===== config.mk =====
export PLATFORM = sky130hd
export DESIGN_NAME = start_key_frame_receiver_with_sum_check
export DESIGN_NICKNAME = d
export VERILOG_FILES = /design/src/rtl/skfr_pkg.sv /design/src/rtl/start_key_frame_receiver_with_sum_check.sv /design/src/rtl/skfr_core.sv /design/src/rtl/skfr_out.sv
export VERILOG_INCLUDE_DIRS = /design/src /design/src/rtl
export SDC_FILE = /design/constraint.sdc
export NUM_CORES = 1
export LEC_CHECK = 0
export ABC_AREA = 1
export BUFFER_PORTS_ARGS = -buffer_cell sky130_fd_sc_hd__buf_4
export CORE_MARGIN = 3
export CORE_UTILIZATION = 53
export DETAILED_ROUTE_END_ITERATION = 7
export HOLD_SLACK_MARGIN = 0.02
export PLACE_DENSITY_LB_ADDON = 0.25
export SYNTH_ARGS = -nofsm -noshare
export SYNTH_HDL_FRONTEND = slang
export SYNTH_SLANG_ARGS = --single-unit

===== constraint.sdc =====
create_clock -name clk -period 1.9 [get_ports clk]
set_clock_uncertainty 0.2 [all_clocks]
set_input_delay 0.38 -clock clk [delete_from_list [all_inputs] [get_ports clk]]
set_output_delay 0.38 -clock clk [all_outputs]
set_load 0.05 [all_outputs]

===== src/rtl/start_key_frame_receiver_with_sum_check_defines.svh =====
// ----------------------------------------------------------------------------
// Assertion macros
// Shared concurrent assertion forms for the frame receiver.
// ----------------------------------------------------------------------------
`ifndef START_KEY_FRAME_RECEIVER_WITH_SUM_CHECK_DEFINES_SVH
`define START_KEY_FRAME_RECEIVER_WITH_SUM_CHECK_DEFINES_SVH

// same-cycle implication
`define SKFR_ASSERT_NOW(label, ante, cons) \
  label: assert property (@(posedge clk) disable iff (rst) (ante) |-> (cons)) \
    else $error("frame receiver check failed");

// next-cycle implication
`define SKFR_ASSERT_NEXT(label, ante, cons) \
  label: assert property (@(posedge clk) disable iff (rst) (ante) |=> (cons)) \
    else $error("frame receiver check failed");

`endif


===== src/rtl/skfr_pkg.sv =====
// ----------------------------------------------------------------------------
// Frame receiver package
// Frame length, counter width, reset key and the result word type.
// ----------------------------------------------------------------------------
`default_nettype none

package skfr_pkg;

  localparam int FRAME_LEN = 16;
  localparam int CNT_W = $clog2(FRAME_LEN + 1);
  localparam logic [7:0] START_KEY_RESET = 8'h55;

  typedef struct packed {
    logic       receiving;
    logic [4:0] position;
    logic       byte_stored;
    logic       frame_done;
    logic       checksum_ok;
  } result_t;

endpackage

`default_nettype wire


===== src/rtl/start_key_frame_receiver_with_sum_check.sv =====
// ----------------------------------------------------------------------------
// Start key frame receiver with sum check
// Frames a byte stream on a start key and checks a 16-bit additive trailer.
// ----------------------------------------------------------------------------
//  channel  handshake             payload
//  cfg      cfg_valid/cfg_ready   cfg_data (start key)
//  in       in_valid/in_ready     rx_byte
//  out      out_valid/out_ready   receiving, position, byte_stored,
//                                 frame_done, checksum_ok
//
//  One word per cycle while in_ready is high; each result appears in the cycle after its input word.
//  Each result is held in the single result register after the frame logic.
//  cfg_ready is always high; the start key applies from the next cycle.
//  Synchronous reset returns to idle with start key 0x55.
//  A stalled output blocks input only while the result register is full.
// ----------------------------------------------------------------------------
`default_nettype none

`include "start_key_frame_receiver_with_sum_check_defines.svh"

module start_key_frame_receiver_with_sum_check (
  input  wire logic       clk,
  input  wire logic       rst,
  input  wire logic       cfg_valid,
  output logic            cfg_ready,
  input  wire logic [7:0] cfg_data,
  input  wire logic       in_valid,
  output logic            in_ready,
  input  wire logic [7:0] rx_byte,
  output logic            out_valid,
  input  wire logic       out_ready,
  output logic            receiving,
  output logic [4:0]      position,
  output logic            byte_stored,
  output logic            frame_done,
  output logic            checksum_ok
);
  import skfr_pkg::*;

  result_t core_result;
  result_t out_result;
  logic    accept;

  assign cfg_ready = 1'b1;
  assign accept    = in_valid && in_ready;

  skfr_core u_core (
    .clk       (clk),
    .rst       (rst),
    .cfg_valid (cfg_valid),
    .cfg_data  (cfg_data),
    .accept    (accept),
    .rx_byte   (rx_byte),
    .result    (core_result)
  );

  skfr_out u_out (
    .clk        (clk),
    .rst        (rst),
    .in_valid   (in_valid),
    .in_ready   (in_ready),
    .result_in  (core_result),
    .out_valid  (out_valid),
    .out_ready  (out_ready),
    .result_out (out_result)
  );

  assign receiving   = out_result.receiving;
  assign position    = out_result.position;
  assign byte_stored = out_result.byte_stored;
  assign frame_done  = out_result.frame_done;
  assign checksum_ok = out_result.checksum_ok;

  `SKFR_ASSERT_NOW(a_done_closes, out_valid && frame_done, byte_stored && !receiving)
  `SKFR_ASSERT_NOW(a_open_clears, out_valid && receiving && !byte_stored, position == 5'd0)
  `SKFR_ASSERT_NOW(a_stall_only_full, !in_ready, out_valid && !out_ready)
  `SKFR_ASSERT_NEXT(a_accept_fills, accept, out_valid)

endmodule

`default_nettype wire


===== src/rtl/skfr_core.sv =====
// ----------------------------------------------------------------------------
// Frame receiver core
// Start key detect, byte counter, running sum and trailer compare.
// ----------------------------------------------------------------------------
`default_nettype none

module skfr_core (
  input  wire logic              clk,
  input  wire logic              rst,
  input  wire logic              cfg_valid,
  input  wire logic [7:0]        cfg_data,
  input  wire logic              accept,
  input  wire logic [7:0]        rx_byte,
  output skfr_pkg::result_t      result
);
  import skfr_pkg::*;

  logic [7:0]       start_key;
  logic             in_frame;
  logic [CNT_W-1:0] byte_count;
  logic [15:0]      running_sum;
  logic [7:0]       trailer_high;
  logic             sum_good;

  logic             in_frame_next;
  logic [CNT_W-1:0] byte_count_next;
  logic [15:0]      running_sum_next;
  logic [7:0]       trailer_high_next;
  logic             sum_good_next;
  logic             stored;
  logic             done;
  logic [CNT_W-1:0] count_inc;

  assign count_inc = byte_count + CNT_W'(1);

  always_comb begin
    in_frame_next     = in_frame;
    byte_count_next   = byte_count;
    running_sum_next  = running_sum;
    trailer_high_next = trailer_high;
    sum_good_next     = sum_good;
    stored            = 1'b0;
    done              = 1'b0;
    if (in_frame) begin
      stored          = 1'b1;
      byte_count_next = count_inc;
      if (count_inc <= CNT_W'(FRAME_LEN - 2)) begin
        running_sum_next = running_sum + {8'h00, rx_byte};
      end else if (count_inc == CNT_W'(FRAME_LEN - 1)) begin
        trailer_high_next = rx_byte;
      end else begin
        sum_good_next = (trailer_high == running_sum[15:8]) && (rx_byte == running_sum[7:0]);
        in_frame_next = 1'b0;
        done          = 1'b1;
      end
    end else if (rx_byte == start_key) begin
      in_frame_next    = 1'b1;
      byte_count_next  = '0;
      running_sum_next = '0;
    end
  end

  assign result.receiving   = in_frame_next;
  assign result.position    = 5'(byte_count_next);
  assign result.byte_stored = stored;
  assign result.frame_done  = done;
  assign result.checksum_ok = sum_good_next;

  always_ff @(posedge clk) begin
    if (rst) begin
      start_key    <= START_KEY_RESET;
      in_frame     <= 1'b0;
      byte_count   <= '0;
      running_sum  <= '0;
      trailer_high <= '0;
      sum_good     <= 1'b0;
    end else begin
      if (cfg_valid) begin
        start_key <= cfg_data;
      end
      if (accept) begin
        in_frame     <= in_frame_next;
        byte_count   <= byte_count_next;
        running_sum  <= running_sum_next;
        trailer_high <= trailer_high_next;
        sum_good     <= sum_good_next;
      end
    end
  end

endmodule

`default_nettype wire


===== src/rtl/skfr_out.sv =====
// ----------------------------------------------------------------------------
// Frame receiver result register
// Hold one result word and decouple input acceptance from output stalls.
// ----------------------------------------------------------------------------
`default_nettype none

module skfr_out (
  input  wire logic              clk,
  input  wire logic              rst,
  input  wire logic              in_valid,
  output logic                   in_ready,
  input  wire skfr_pkg::result_t result_in,
  output logic                   out_valid,
  input  wire logic              out_ready,
  output skfr_pkg::result_t      result_out
);
  import skfr_pkg::*;

  result_t word;
  logic    word_valid;

  assign in_ready   = !word_valid || out_ready;
  assign out_valid  = word_valid;
  assign result_out = word;

  always_ff @(posedge clk) begin
    if (rst) begin
      word_valid <= 1'b0;
    end else if (in_valid && in_ready) begin
      word_valid <= 1'b1;
    end else if (out_ready) begin
      word_valid <= 1'b0;
    end
  end

  always_ff @(posedge clk) begin
    if (in_valid && in_ready) begin
      word <= result_in;
    end
  end

endmodule

`default_nettype wire

==> summary.txt, run 1 <==
status: finished, violations left
violated checks: negative setup slack
# clock sinks: 49
Overflow after GRT: 0
hold_buf cts: 0
CORE AREA: 5200 um^2
Pwr Total: 2.35 mW
Lkg Pwr: 1.79 nW
Final Cycle Share: 1.11
Worst path slowest cell: dfxtp_4
f_max: 472 MHz
Root Driver: clkbuf_8
Final Critical Period: 2120 ps
cts bufs inserted: 5
Power Density: 603 nW/um^2
area grow syn2layout: 33.2%
Post-Syn Area: 2920 um^2
CP cell instances: inv_4, ha_4, or2_4, nor2_4, nand3_2, nand2_4, nand4_4, buf_12, o21ai_1, a21oi_1
Row Count: 26
Critical Path Fanout Max: 8
CTS tree: yes
number of enable flip-flop cells after synthesis: 9
Syn Area/Cell: 6.75 um^2
1st-iter DRT viols: 407
Hold Vio Cnt, Final: 0
HPWL Detailed: 5.44 mm
Cells after Synth: 433
post-synth top area share: 0.274
uppermost layer routed: met4
YS warnings: 0
Worst-Skew Late Latency: 310 ps
Fin Setup TNS: -2980 ps
DRC Markers: 0
CTS Buffer Depth: 2
Max IR drop VDD: 411 uV
final setup fails: 22
Commonest cells post-synth: nand2_1 (102), inv_1 (67), nor2_1 (56)
Die Area: 6440 um^2
share of layout cells above drive strength 1: 0.280
WL final: 8.51 mm
ys async rst share: 0
Worst Hold Slack: 75.0 ps
DIE HEIGHT: 80.3 um
nature of the critical path endpoint: flop
DP Cell Count: 553
GPL Wtd Cong: 0.944
post-synthesis cell type count: 31
Reg clk slew, reported paths: 100 ps
total track usage: 0.253
antenna cell count: 0
most frequent cell after synthesis: nand2_1
first-pass GRT wire length: 12.9 mm
dpl ws: -190 ps
wire length per cell: 15.0 um
Synth Flop Type: dfxtp_1
Final #Nets: 529
IO buf count: 31
sequential fraction of the synthesis area: 0.366
CP required: 1910 ps
HP Class: input pin to flop
Non-Filler Instances: 567
Yosys reg bits: 49
pin count of the biggest net entering global routing: 18
top cells by area, synth: dfxtp_1 (27%), nand2_1 (13%), edfxtp_1 (9.2%), inv_1 (8.6%), nor2_1 (7.2%)
H-tree levels: 2
# IOs: 33
die width: 80.3 um
ANT nets after route: 0
met3 WL post-DR: 624 um
RSZ-0062 raised after global routing: yes
max-cap viol count: 0
met2 wire length: 4.30 mm
met1 WL: 3.28 mm
Post-DP Area: 3470 um^2
Final WS setup: -217 ps
Max Slew Vio Count: 0
Starting Density: 0.562
critical path type: flop to flop
CP max stage delay: 390 ps
drt first pass iters: 5
post-route cell area: 3890 um^2
via count of the first global-routing pass: 2,959
via count: 3,119
critical path startpoint category: flop
CP arrival: 2120 ps
Via density: 5.50
initial antenna violation count: 0
FILL cells: 392
post-synth top area cell: dfxtp_1
Synthesized Nets: 466
final core occ: 0.748
report_power, final:
group          leakage [nW]  internal (mW)  switching (mW)
logic                  1.33          0.222           0.339
registers             0.420           1.11          0.0333
clock network        0.0456          0.264           0.381
kinds of logic after synthesis:
kind of cell	synth area share
and+or+nand+nor	0.306
buffers and inverters	0.113
AOI/OAI and AO/OA	0.109
DFF	0.366
xor gates and xnor gates	0.0505
adders and majority gates	0.0539
other	0.00128
routing by layer:
| metal | vias up | GRT usage |
|---|---|---|
| met1 | 1404 | 0.288 |
| li1 | 1496 | - |
| met4 | 0 | 0.0963 |
| met5 | - | 0 |
| met2 | 176 | 0.462 |
| met3 | 43 | 0.0493 |
cell type report:
class / count / area [um^2] / share of cell area
Inverter: 69 / 264 / 0.0678
Sequential cell: 49 / 1080 / 0.278
Tap cell: 70 / 87.6 / 0.0225
Multi-Input combinational cell: 303 / 1800 / 0.463
Timing Repair Buffer: 68 / 572 / 0.147
Clock buffer: 6 / 72.6 / 0.0186
Clock inverter: 2 / 13.8 / 0.00353
worst paths after layout:
| kind | cells past startpoint | slack [ps] | endpoint | from |
|---|---|---|---|---|
| setup / recovery | 10 | -220 | u_core.trailer_high[1] | u_core.byte_count[0] |
| hold / removal | 3 | 70 | u_core.start_key[2] | cfg_data[2] |
| setup reg to reg | 10 | -220 | u_core.trailer_high[1] | u_core.byte_count[0] |
| hold reg to reg | 2 | 280 | u_core.trailer_high[4] | u_core.trailer_high[4] |
critical path, delay by kind of cell (launching register included):
| family | cells | cell delay (ps) |
|---|---|---|
| buffers and inverters | 2 | 240 |
| flip-flops | 1 | 390 |
| AND/OR/NAND/NOR | 5 | 760 |
| AO/OA/AOI/OAI | 2 | 210 |
| adder cells (fa/ha/maj) | 1 | 200 |
state kept, by name (all words and copies together) (netlist names):
| register | cells |
|---|---|
| u_core.start_key | 8 |
| u_out.out_valid | 1 |
| u_core.trailer_high | 8 |
| u_core.sum_good | 1 |
| u_core.in_frame | 1 |
| u_core.running_sum | 16 |
| u_core.byte_count | 5 |
| u_out.result_out | 9 |
cell usage in the layout, fill, tap and decap left out, types with 6 or more instances in the layout:
cell	instances
edfxtp_1	9
nor2_1	54
o21ai_2	7
nand2_2	10
nand4_1	12
a21oi_2	8
nand3_2	7
xor2_1	8
o21ai_0	16
inv_1	62
dfxtp_1	35
nand2_1	91
a21oi_1	23
nand3_1	24
xnor2_1	6
buf_4	60
timing repair:
item / in CTS / in global routing
setup endpoints to repair: 24 / 33
pin swaps: 7 / 10
gates resized for setup: 24 / 51
buffers inserted: 2 / 2
gates cloned: 1 / 1
Note: power is estimated with default switching activity, not from simulation.
==> run 2: changes to the inputs <==
--- a/config.mk
+++ b/config.mk
@@ -15,4 +15,5 @@
 export PLACE_DENSITY_LB_ADDON = 0.25
 export SYNTH_ARGS = -nofsm -noshare
 export SYNTH_HDL_FRONTEND = slang
+export SYNTH_HIERARCHICAL = 1
 export SYNTH_SLANG_ARGS = --single-unit
==> run 2 against run 1 <==
  * Sequential cell count did not move
  * Combinational power is 1% lower
  * Clock power increased by 29%
  * Largest power group unchanged
  * Register-to-register slack gained 50 ps
  * Global-route usage decreased by 1.4 points
  * Power up 7.8%
  * Fmax grew 2.2%
  * Clock-buffer cell count did not move
  * Sequential share of layout area increased by 0.17 points
  * The run still ends with negative setup slack left
==> summary.txt, run 2 <==
Final WS setup: -171 ps
Root Driver: clkbuf_8
pin count of the biggest net entering global routing: 22
dpl ws: -215 ps
Synth Flop Type: dfxtp_1
ys async rst share: 0
via count of the first global-routing pass: 2,757
CP cell instances: inv_4, ha_4, or2_1, nor2_1, nand3_1, nand2_2, nand4_4, o21ai_1, a21oi_1
f_max: 483 MHz
cts bufs inserted: 5
most frequent cell after synthesis: nand2_1
via count: 2,984
Starting Density: 0.561
Critical Path Fanout Max: 13
launching point of the worst reg2reg path: u_core/byte_count[0]
final setup fails: 25
Worst Hold Slack: 78.0 ps
Final Critical Period: 2070 ps
DRC Markers: 0
worst r2r path cells: 9
HP Class: input pin to flop
Biggest register: u_core/running_sum
Largest register FFs: 16
worst hold stages: 3
Post-Syn Area: 2940 um^2
wire length per cell: 13.9 um
Final Cycle Share: 1.09
Power Density: 651 nW/um^2
1st-iter DRT viols: 256
top cells by area, synth: dfxtp_1 (27%), nand2_1 (13%), edfxtp_1 (9.2%), inv_1 (6.5%), nor2_1 (6.5%)
drt first pass iters: 5
first-pass GRT wire length: 12.1 mm
number of enable flip-flop cells after synthesis: 9
CORE AREA: 5240 um^2
# IOs: 33
Worst path slowest cell: dfxtp_4
RSZ-0062 raised after global routing: yes
Yosys reg bits: 49
Post-DP Area: 3450 um^2
nature of the critical path endpoint: flop
YS warnings: 6
Pwr Total: 2.53 mW
most frequent cells in the layout: nand2_1 (98), buf_4 (62), nor2_1 (47), inv_1 (45), dfxtp_1 (30)
Final #Nets: 524
CTS Buffer Depth: 2
Max IR drop VDD: 504 uV
Max Slew Vio Count: 0
GPL Wtd Cong: 0.928
post-synthesis cell type count: 34
post-route cell area: 3890 um^2
CP required: 1900 ps
Lkg Pwr: 1.75 nW
HP Start: cfg_data[2]
die width: 80.4 um
crit path launch: u_core/byte_count[0]
HPWL Detailed: 5.37 mm
H-tree levels: 2
DP Cell Count: 542
max-cap viol count: 0
DIE HEIGHT: 80.4 um
WL final: 7.83 mm
reg-to-reg endpoint: u_core/trailer_high[7]
CP max stage delay: 400 ps
Fin Setup TNS: -2710 ps
critical path startpoint category: flop
antenna cell count: 0
Die Area: 6470 um^2
violated checks: negative setup slack
Hold EP: u_core/start_key[2]
Synthesized Nets: 461
# clock sinks: 49
Row Count: 26
Via density: 5.31
Worst-Skew Late Latency: 310 ps
initial antenna violation count: 0
R2R setup slack: -170 ps
Hold Vio Cnt, Final: 0
Commonest cells post-synth: nand2_1 (105), inv_1 (51), nor2_1 (51)
post-synth top area cell: dfxtp_1
commonest non-fill, non-tap cell in the layout: nand2_1
CTS tree: yes
ANT nets after route: 0
post-synth top area share: 0.273
final core occ: 0.743
Overflow after GRT: 0
sequential fraction of the synthesis area: 0.365
status: finished, violations left
Syn Area/Cell: 6.86 um^2
total track usage: 0.240
Reg clk slew, reported paths: 90 ps
IO buf count: 31
Cells after Synth: 428
share of layout cells above drive strength 1: 0.299
area grow syn2layout: 32.6%
Non-Filler Instances: 562
CP arrival: 2070 ps
critical path type: flop to flop
-- run 2: cell type report --
class / count / area, um^2
Clock buffer: 6 / 93.8
Clock inverter: 2 / 35.0
Fill cell: 403 / 1350
Inverter: 56 / 223
Multi-Input combinational cell: 310 / 1810
Sequential cell: 49 / 1090
Tap cell: 70 / 87.6
Timing Repair Buffer: 69 / 553
-- run 2: critical path: cells and delay by family (launching register included) --
family,cells,cell delay [ps]
AO/OA/AOI/OAI,2,320
flip-flops,1,400
AND/OR/NAND/NOR,5,790
buffers and inverters,1,50
adder cells (fa/ha/maj),1,210
-- run 2: power breakdown --
group	total (mW)	switching, mW	internal (mW)	leakage (nW)
logic	0.554	0.326	0.227	1.27
clock network	0.831	0.361	0.470	0.0663
registers	1.15	0.0380	1.11	0.421
total	2.53	0.726	1.81	1.75
-- run 2: kinds of logic (layout without fill, tap and decap cells) --
logic type                 after synthesis  after routing  synth area share
DFF                                     49             49             0.365
AOI/OAI and AO/OA                       68             68             0.121
and+or+nand+nor                        214            215             0.319
buffers and inverters                   70            133            0.0993
other                                    1              1           0.00128
xor gates and xnor gates                14             14            0.0418
adders and majority gates               12             12            0.0537
-- run 2: worst max-delay path by stage --
stage,to,slack (ps),depth (start not counted)
final,u_core/trailer_high[7],-170,9
after global routing,u_core/trailer_high[1],-270,9
after floorplan,u_out/result_out[0],-80,12
after CTS,u_core/running_sum[14],-130,12
after detailed placement,u_core/running_sum[12],-210,13
after global placement,u_core/running_sum[3],-190,11
-- run 2: metal layers --
layer / share of wire / GRT usage
met3: 0.050 / 0.0381
met1: 0.42 / 0.293
met5: 0 / 0
met4: 0.023 / 0.108
met2: 0.51 / 0.411
-- run 2: timing repair --
item                                   4_1_cts  5_1_grt
hold buffers                                 0        0
endpoints found under the hold margin        0        0
setup endpoints to repair                   27       39
buffers inserted                             6        5
pin swaps                                    8       12
gates resized for setup                     18       48
gates cloned                                 0        1
==> run 3: changes to the inputs <==
--- a/config.mk
+++ b/config.mk
@@ -9,10 +9,11 @@
 export ABC_AREA = 1
 export BUFFER_PORTS_ARGS = -buffer_cell sky130_fd_sc_hd__buf_4
 export CORE_MARGIN = 3
-export CORE_UTILIZATION = 53
+export CORE_UTILIZATION = 59
 export DETAILED_ROUTE_END_ITERATION = 7
 export HOLD_SLACK_MARGIN = 0.02
 export PLACE_DENSITY_LB_ADDON = 0.25
+export RECOVER_POWER = 50
 export SYNTH_ARGS = -nofsm -noshare
 export SYNTH_HDL_FRONTEND = slang
 export SYNTH_HIERARCHICAL = 1
==> constraint.sdc (replaced) <==
create_clock -name clk -period 2 [get_ports clk]
set_clock_uncertainty 0.2 [all_clocks]
set_input_delay 0.4 -clock clk [delete_from_list [all_inputs] [get_ports clk]]
set_output_delay 0.4 -clock clk [all_outputs]
set_load 0.05 [all_outputs]
==> run 3 against run 2 <==
  * The flow still finishes with violations (negative setup slack)
  * Clock-buffer cell count stayed put
  * Via count is 2.4% higher
  * Global-route usage is 2.0 points higher
  * Non-clock buffer count is 4 lower
  * Largest cell class unchanged
  * Largest power group unchanged
  * Highest routed layer unchanged
==> summary.txt, run 3 (synthesis gave the netlist of run 2 again) <==
status: finished, violations left
violated checks: negative setup slack
1st-iter DRT viols: 247
final setup fails: 15
# clock sinks: 49
Starting Density: 0.618
GRT busiest layer: met2
met1 Usage GRT: 0.310
Biggest register: u_core/running_sum
Power Density: 574 nW/um^2
HP Class: input pin to flop
Final WS setup: -44.8 ps
# IOs: 33
CP required: 1870 ps
critical path type: flop to flop
reg-to-reg endpoint: u_out/result_out[0]
ANT nets after route: 0
Max IR drop VDD: 384 uV
Worst-Skew Late Latency: 300 ps
Row Count: 25
wire length per cell: 14.1 um
hold_buf cts: 0
CORE AREA: 4750 um^2
Reg clk slew, reported paths: 90 ps
GR Layer Usage met2: 0.455
critical path startpoint category: flop
Critical Path Fanout Max: 4
worst hold stages: 3
most frequent cells in the layout: nand2_1 (97), buf_4 (60), nor2_1 (49), inv_1 (47), dfxtp_1 (37)
Via density: 5.51
GPL Wtd Cong: 0.905
Final Cycle Share: 1.02
first-pass GRT wire length: 12.5 mm
Final #Nets: 520
share of layout cells above drive strength 1: 0.277
H-tree levels: 2
Setup crit end: u_out/result_out[0]
WL final: 7.85 mm
max-cap viol count: 0
CTS Buffer Depth: 2
Largest register FFs: 16
nature of the critical path endpoint: flop
DIE HEIGHT: 76.6 um
FILL cells: 330
commonest non-fill, non-tap cell in the layout: nand2_1
IO buf count: 31
CTS tree: yes
total track usage: 0.260
RSZ-0062 raised after global routing: yes
crit path launch: u_core/byte_count[1]
R2R setup slack: -40 ps
Final Critical Period: 2040 ps
launching point of the worst reg2reg path: u_core/byte_count[1]
CP arrival: 1910 ps
Lkg Pwr: 1.70 nW
Overflow after GRT: 0
Pwr Total: 2.18 mW
Max Slew Vio Count: 0
cts bufs inserted: 5
worst r2r path cells: 11
area grow syn2layout: 29.3%
Root Driver: clkbuf_8
Worst Hold Slack: 100 ps
met3 Resource Use GR: 0.0520
final core occ: 0.798
initial antenna violation count: 0
via count of the first global-routing pass: 2,820
antenna cell count: 0
HPWL Detailed: 5.28 mm
DRC Markers: 0
Sequential Area: 1080 um^2
multi-input logic area: 1810 um^2
f_max: 489 MHz
pin count of the biggest net entering global routing: 22
via count: 3,056
Die Area: 5860 um^2
Hold Vio Cnt, Final: 0
die width: 76.6 um
drt first pass iters: 6
==> run 3: cell types whose count changed in the layout (fill, tap and decap cells not counted), sizes merged <==
cell	change
nand2	-1
buf	-4
bufinv	-1
clkinv	+1
nand4	+1
==> run 3: final cells by class <==
cell class | instances | share of cell area
Clock buffer | 6 | 0.0191
Inverter | 56 | 0.0580
Multi-Input combinational cell | 310 | 0.476
Clock inverter | 2 | 0.00264
Tap cell | 67 | 0.0221
Sequential cell | 49 | 0.284
Timing Repair Buffer | 65 | 0.138
==> run 3: worst min-delay path by stage <==
stage	from	to	slack, ps
2_1_floorplan	u_core/trailer_high[1]	u_core/trailer_high[1]	240
3_3_place_gp	u_core/trailer_high[2]	u_core/trailer_high[2]	250
3_5_place_dp	u_core/trailer_high[2]	u_core/trailer_high[2]	250
4_1_cts	cfg_data[2]	u_core/start_key[2]	100
5_1_grt	cfg_data[0]	u_core/start_key[0]	100
6_report	cfg_data[0]	u_core/start_key[0]	100
==> run 3: per-layer routing <==
metal	routed length (um)	up-vias
li1	-	1495
met1	3160	1398
met2	3880	134
met3	534	29
met4	273	0
met5	0	-
==> run 3: per-stage QoR <==
step / setup TNS, ps / setup slack, ps / std cells / area, um^2
final: -293 / -44.8 / 555 / 3800
after global routing: -2560 / -155 / 555 / 3800
after CTS: -10.5 / -6.25 / 552 / 3580
after detailed placement: -2030 / -240 / 544 / 3460
after global placement: -861 / -150 / 544 / 3460
after floorplan: -10.3 / -10.3 / 428 / 2960
==> run 3: where the power goes <==
group          switching [mW]  internal (mW)  total [mW]
logic                   0.308          0.209       0.517
registers              0.0313           1.05        1.09
clock network           0.335          0.243       0.578
==> run 3: timing repair <==
| action | 4_1_cts | 5_1_grt |
|---|---|---|
| gates cloned | 0 | 1 |
| setup endpoints to repair | 16 | 26 |
| setup buffers | 0 | 3 |
| resized for setup | 12 | 54 |
| pin swaps | 4 | 13 |
==> run 3: critical path, cell delays in order, from the launching register on <==
cell and delay, ps:
dfxtp_4 380, ha_2 200, nand3_1 130, xor2_2 220
nand2_1 140, nand2_4 150, buf_6 120, nand2_4 50
inv_4 60, nand2_2 50, o21ai_2 60, inv_1 50
